[config.mk]
export PLATFORM = sky130hd
export DESIGN_NAME = rusc_div
export DESIGN_NICKNAME = d
export VERILOG_FILES = /design/src/rtl/core/rusc_pkg.sv /design/src/rtl/core/rusc_div.sv
export SDC_FILE = /design/constraint.sdc
export NUM_CORES = 1
export LEC_CHECK = 0
export BUFFER_PORTS_ARGS = -buffer_cell sky130_fd_sc_hd__buf_2
export CORE_ASPECT_RATIO = 0.5
export CORE_MARGIN = 3
export CORE_UTILIZATION = 45
export CTS_CLUSTER_DIAMETER = 200
export DETAILED_ROUTE_END_ITERATION = 7
export PLACE_DENSITY = 0.7
export SLEW_MARGIN = 20
export SYNTH_ARGS = -nofsm -noshare
export SYNTH_HDL_FRONTEND = slang
export SYNTH_SLANG_ARGS = --single-unit
[constraint.sdc]
create_clock -name clk_i -period 7.8 [get_ports clk_i]
set_input_delay 0 -clock clk_i [delete_from_list [all_inputs] [get_ports clk_i]]
set_output_delay 0 -clock clk_i [all_outputs]
set_load 0.005 [all_outputs]
[src/rtl/core/rusc_pkg.sv]
// Shared types and constants for the rANS uniform stack coder.
// No dependencies; imported by rusc_div and rans_uniform_stack_coder.
`timescale 1ns / 1ps
`default_nettype none

package rusc_pkg;

  localparam int unsigned StackWords = 4096;
  localparam int unsigned AddrW      = $clog2(StackWords);
  localparam int unsigned CountW     = 13;
  localparam int unsigned HeadW      = 64;
  localparam int unsigned WordW      = 32;
  localparam int unsigned PrecW      = 7;
  localparam int unsigned DivStepW   = $clog2(HeadW);

  localparam logic [HeadW-1:0]  LowBound   = 64'h0000_0000_8000_0000;
  localparam logic [CountW-1:0] StackFull  = CountW'(StackWords);
  localparam logic [PrecW-1:0]  PrecReset  = 7'd32;

  typedef enum logic [1:0] {
    OP_PUSH_UNI = 2'd0,
    OP_POP_UNI  = 2'd1,
    OP_PUSH_SYM = 2'd2,
    OP_POP_SYM  = 2'd3
  } op_e;

  typedef enum logic [1:0] {
    ST_OK        = 2'd0,
    ST_UNDERFLOW = 2'd1,
    ST_OVERFLOW  = 2'd2,
    ST_BAD_VALUE = 2'd3
  } status_e;

endpackage

`default_nettype wire

[src/rtl/core/rusc_div.sv]
// Restoring divider, one quotient bit per cycle: 64-bit dividend, 32-bit divisor.
// Depends on rusc_pkg for widths.
`timescale 1ns / 1ps
`default_nettype none

module rusc_div (
  input  wire logic                         clk_i,
  input  wire logic                         rst_ni,
  input  wire logic                         start_i,
  input  wire logic [rusc_pkg::HeadW-1:0]   dividend_i,
  input  wire logic [rusc_pkg::WordW-1:0]   divisor_i,
  output logic                              done_o,
  output logic      [rusc_pkg::HeadW-1:0]   quot_o,
  output logic      [rusc_pkg::WordW-1:0]   rem_o
);
  import rusc_pkg::*;

  logic                busy_q;
  logic                done_q;
  logic [DivStepW-1:0] cnt_q;
  logic [HeadW-1:0]    dvd_q;
  logic [WordW-1:0]    rem_q;
  logic [WordW-1:0]    dvs_q;
  logic [WordW:0]      trial;
  logic                fits;

  assign trial = {rem_q, dvd_q[HeadW-1]};
  assign fits  = trial >= {1'b0, dvs_q};

  always_ff @(posedge clk_i or negedge rst_ni) begin
    if (!rst_ni) begin
      busy_q <= 1'b0;
      done_q <= 1'b0;
      cnt_q  <= '0;
    end else begin
      // Pulse done for one cycle after the last quotient bit
      done_q <= !start_i && busy_q && (cnt_q == {DivStepW{1'b1}});
      if (start_i) begin
        busy_q <= 1'b1;
        cnt_q  <= '0;
      end else if (busy_q) begin
        cnt_q <= cnt_q + 1'b1;
        if (cnt_q == {DivStepW{1'b1}}) begin
          busy_q <= 1'b0;
        end
      end
    end
  end

  // Shift quotient bits into the dividend register as it drains
  always_ff @(posedge clk_i) begin
    if (start_i) begin
      dvd_q <= dividend_i;
      dvs_q <= divisor_i;
      rem_q <= '0;
    end else if (busy_q) begin
      dvd_q <= {dvd_q[HeadW-2:0], fits};
      rem_q <= fits ? WordW'(trial - {1'b0, dvs_q}) : trial[WordW-1:0];
    end
  end

  assign done_o = done_q;
  assign quot_o = dvd_q;
  assign rem_o  = rem_q;

endmodule

`default_nettype wire

; Word level (Yosys, flattened, before mapping)
; Index checks and enable logic that the tools add are counted.
[totals]
reg_bits = 136
input_bits = 99
word_cells = 22
[op_classes]
n_addsub = 2
n_lt_le_gt_ge = 1
eq_ne = 1
mux = 8
n_reduce_logical = 4
[op_table]
columns = op, n
row1 = $mux 64, 2
row2 = $ge 33x32->1, 1
row3 = $mux 32, 1
row4 = $sub 32x32->32, 1
row5 = $mux 6, 2
row6 = $add 6x1->6 const B, 1
row7 = $eq 6x6->1 const B, 1
row8 = $mux 1, 3
row9 = $logic_and 1x1->1, 2
row10 = $reduce_bool 2->1, 1
row11 = $logic_not 1->1, 1

; Longest topological paths before layout
[logic_depth]
word_depth = 4
depth_mapped = 12
mapped_depth_nobuf = 11

; Worst setup path after synthesis
; OpenSTA, ideal clock, no wires.
[synth_timing]
kind = reg2reg
from = register dvs_q[22]
to = register rem_q[0] (netlist: rem_o[0])
setup_ns = 0.079
arrival_time_ns = 2.520
slack_ns = 5.201
stages_incl_launch_ff = 12
cell_sequence = edfxtp_1 > inv_1 > ha_1 > buf_2 > a211oi_2 > o21bai_1 > a211oi_1 > o21ai_1 > a2111oi_4 > a21o_2 > mux2_4 > a211oi_2
[synth_between]
elab_chain_len = 2
[synth_lines]
columns = element, line
row1 = from (decl), rusc_div.sv:23  ; logic [WordW-1:0] dvs_q;
row2 = from (signal assigned), rusc_div.sv:54  ; dvs_q <= divisor_i;
row3 = $ge 33x32->1, rusc_div.sv:28  ; assign fits = trial >= {1'b0, dvs_q};
row4 = $mux 32, rusc_div.sv:58  ; rem_q <= fits ? WordW'(trial - {1'b0, dvs_q}) : trial[WordW-1:0];
row5 = to (signal assigned), rusc_div.sv:58
row6 = to (decl), rusc_div.sv:22  ; logic [WordW-1:0] rem_q;
; No other way between the ends.
; A chain may end at the register's enable or synchronous reset.

; Worst setup path in the final report
[layout_timing]
from = register dvs_q[1]
to = register rem_q[27] (netlist: rem_o[27])
[layout_between]
elab_chain_len = 2
word_cells_on_any_way = 3
classes_between = 1 x add/sub / 1 x order compare / 1 x mux
[layout_lines]
columns = element, line
row1 = $sub 32x32->32 / $ge 33x32->1 (equally long branches), "rusc_div.sv:58, rusc_div.sv:28"
row2 = $mux 32 *, rusc_div.sv:58
; Every way passes the cells marked *; elsewhere a longest branch is shown, timed or not.

==> summary by stage <==
Outcome
The flow ran to the end, and the final reports show no timing, DRC or antenna violations.

Synth
The compound-cell area share of the yosys netlist is 0.141. The share of the Yosys chip area taken by registers is 0.506. The dominant combinational cell family by area after synthesis is compound AO/OA/AOI/OAI gates. Synthesis produced 656 cells. Of the total synthesized cell area, the portion taken by full adders, half adders and majority gates is 0.0588. The count of flip-flops with a built-in enable after synthesis is 96.

During synthesis, Yosys emitted a total of 0 warnings. The average instance in the mapped netlist occupies 11.2 sq um. The post-synthesis instance area is 7360 sq um.

The fraction of registers with async set or reset after synthesis is 0.0588. The number of different library cells in the post-synthesis netlist is 69. The synthesized-area fraction occupied by xor and xnor cells is 0.0333. For this run, the leading register cell type out of synthesis is edfxtp_1.

The basic-gate share of the synthesized area counting and, or, nand and nor cells is 0.0980. The number of storage elements in the synthesis netlist is 136. The share of cell area taken by muxes after synthesis is 0.122. The total nets after synthesis is 789.

Layout
The repair_antennas step left the layout with diodes totalling 0. Relative to the synthesized area, the layout overhead comes to 36.3%. The net total in the final layout is 1073.

The finished cells cover 10000 sq um. The share of final-layout standard cells stronger than drive strength 1 is 0.326. The final-layout fill cell count is 1245.

STA
The number of setup violations in the final report is 0. The worst clock skew is 0.0157 ns. The total count of hold-check failures in the final report is 0. The final clock period utilization by the worst path is 0.465.

The highest clock frequency the design can meet is 0.275 GHz. For the final routed database, the setup TNS stands at 0 ns. At the pin with the least slew margin, the transition time is 0.855 ns. The post-route minimum period is 3.63 ns. The number of slew-limit violations in the final report is 0. The worst pin sits at a relative slew slack of 0.430.

Setup repair after global routing left no endpoint under its margin.

Min path
The worst min-delay path category is in -> reg. The worst hold path begins at start_i.

Place
Buffers placed on the I/O ports in this run total 195. The final estimated routing congestion in global placement is 0.887. The cell area after placement is 8510 sq um.

Detailed placement ended at an HPWL of 13500 microns.

Worst setup path
The nature of the critical path endpoint is a flop. The first element of the critical path is dvs_q[1]$_DFFE_PP_. In this run the critical register-to-register path is launched from dvs_q[1]$_DFFE_PP_. The type of the setup path with the least slack is reg -> reg.

In this run the worst path has a maximum fanout of 17. The startpoint kind of the worst setup timing path is a flop. Data on the critical path arrives at its endpoint at 3.97 ns. For the worst setup path, the data required time is 8.14 ns.

Floorplan
After floorplanning, the core was sized to cover 15700 sq um. 196 I/O pins were placed. The die footprint is 18000 sq um.

The initial utilization of the core area, before any placement, comes to 0.469. The floorplan has 32 rows. The floorplan die width is 187 microns. The vertical extent of the die is 96.5 microns.

Clock tree
The quantity of gates resized following cts is 0. The clock root buffer master is clkbuf_16. The insertion delay to the later sink of the worst-skew pair is 0.43 ns. The buffers inserted during post-CTS setup optimization is 0. The number of clock sinks is 136.

No sink is reached through more buffers than the 2 on the longest clock path. The total CTS buffers is 17. TritonCTS built the clock tree. The clock slew at the register clock pins of the worst setup and hold paths is 0.06 ns. CTS built an H-tree with a depth of 4.

Routing
The overall routed net length is 20500 microns. The first routing iteration left 483 violations. The length of the first detailed-routing pass in iterations is 5. The routed layout has 6269 vias. The average routed wire per standard cell is 17.5 microns. Once detail routing completed, the nets flagged for antenna violations numbered 0. The DRC violations left is 0. The post-detailed-route via-to-cell ratio is 5.34.

Power and ir drop
Summed over all cells, the static leakage comes to 4.43 nW. In this run the power density over the cells is 188 nW/um^2. After layout, the design draws a total of 0.00188 W. The peak supply drop is 0.000149 V.

Global route
The overall routing resource usage is 0.228. The first global-routing pass estimated 32500 microns of wire. The via count of the first global-routing pass is 6348. The initial antenna violation count is 0.

Entering global routing, the biggest net connects 69 pins. The total overflow left after global routing is 0.

Flow run
Across the run, the number of max-cap violations was 0.
-- registers in the layout (all words and copies together) (netlist names) --
| register | flops |
|---|---|
| quot_o | 64 |
| dvs_q | 32 |
| rem_o | 32 |
| cnt_q | 6 |
| busy_q | 1 |
| done_o | 1 |
-- per-stage QoR --
step            util  worst slack, ns  hold slack [ns]  std cells
3_5_place_dp   0.542             4.17           -0.148       1044
4_1_cts        0.640             4.16            0.139       1173
2_1_floorplan      -             5.20           -0.296        656
6_report       0.640             4.17            0.166       1173
5_1_grt        0.640             3.89            0.186       1173
3_3_place_gp   0.542             4.33           -0.152       1044
-- synthesized netlist by cell type (all sizes together) (2+ instances only) --
library cell | instances | area, sq um
a211oi | 15 | 123
a21o | 15 | 114
a21oi | 26 | 134
a221oi | 2 | 17.5
a22oi | 2 | 15.0
a311oi | 4 | 35.0
a31o | 2 | 17.5
a31oi | 6 | 37.5
and3 | 3 | 18.8
and4 | 2 | 17.5
buf | 10 | 60.1
clkbuf | 23 | 87.6
dfrtp | 8 | 200
dfxtp | 32 | 641
edfxtp | 96 | 2880
ha | 33 | 413
inv | 43 | 161
mux2 | 65 | 736
mux2i | 16 | 160
nand2 | 43 | 161
nand2b | 3 | 18.8
nand3 | 13 | 65.1
nand4 | 13 | 81.3
nor2 | 52 | 195
nor2b | 6 | 37.5
nor3 | 5 | 25.0
nor4 | 3 | 18.8
o2111ai | 4 | 35.0
o211ai | 5 | 42.5
o21a | 5 | 37.5
o21ai | 34 | 170
o21ba | 2 | 20.0
o21bai | 3 | 22.5
o221ai | 3 | 26.3
o22ai | 5 | 31.3
o31ai | 2 | 28.8
o41ai | 2 | 17.5
or3 | 4 | 25.0
xnor2 | 16 | 140
xor2 | 12 | 105
-- cells by family (layout without fill, tap and decap cells) --
family / count (synthesis) / after routing
flip-flops: 136 / 136
multiplexers: 81 / 81
XOR/XNOR: 28 / 28
AO/OA/AOI/OAI: 147 / 147
buffers and inverters: 76 / 372
AND/OR/NAND/NOR: 154 / 154
adder cells (fa/ha/maj): 34 / 34
-- layer usage --
layer | global-route usage | up-vias | wire length [microns]
met5 | 0 | - | 0
met4 | 0.0786 | 0 | 343
met3 | 0.0688 | 30 | 1340
met2 | 0.378 | 217 | 9760
met1 | 0.289 | 3005 | 9090
li1 | - | 3017 | -
-- repair_timing --
action / in CTS / in global routing
endpoints found under the hold margin: 104 / 0
endpoints found under the setup margin: 0 / 0
hold buffers: 98 / 0
-- layout by cell type (no fill, tap or decap), types with 14 or more instances in the layout --
cell           count
a21o_1            14
a21oi_1           25
buf_2            194
clkbuf_16         17
dfxtp_1           32
dlygate4sd3_1     98
edfxtp_1          96
ha_1              33
inv_1             42
mux2_2            64
mux2i_1           16
nand2_1           43
nor2_1            52
o21ai_0           32
xnor2_1           16
-- final cells by class --
type	instances	area, sq um	area share
multi-input cells	444	3330	0.332
well taps	221	277	0.0275
inverters	43	161	0.0161
repair buffers	298	2000	0.199
flip-flops and latches	136	3720	0.371
clock buffers	17	425	0.0424
clock inverters	14	125	0.0125
-- report_power, final --
group	internal [W]	leakage (nW)	switching, W
Sequential	0.000832	1.36	0.0000273
Combinational	0.000138	2.81	0.000114
Clock	0.000439	0.266	0.000334
-- worst paths after layout --
| check | cells past startpoint | to | slack [ns] |
|---|---|---|---|
| hold reg to reg | 2 | rem_o[22]$_SDFFE_PP0P_ | 0.50 |
| setup / recovery | 11 | rem_o[27]$_SDFFE_PP0P_ | 4.17 |
| max in group asynchronous | 3 | busy_q$_DFF_PN0_ | 6.96 |
| setup reg to reg | 11 | rem_o[27]$_SDFFE_PP0P_ | 4.17 |
| hold / removal | 2 | cnt_q[0]$_DFFE_PN0P_ | 0.17 |
| min in group asynchronous | 3 | cnt_q[4]$_DFFE_PN0P_ | 0.56 |
-- critical path: stages, from the launching register on --
cell,delay [ns]
edfxtp_1,0.38
inv_1,0.07
ha_1,0.31
nor2b_1,0.17
o2111ai_1,0.17
and4b_4,0.26
o31ai_4,0.48
o211ai_2,0.17
a21oi_2,0.67
buf_4,0.40
nand2_1,0.23
o211ai_1,0.24
No activity file was read; power rests on OpenSTA's default activity.
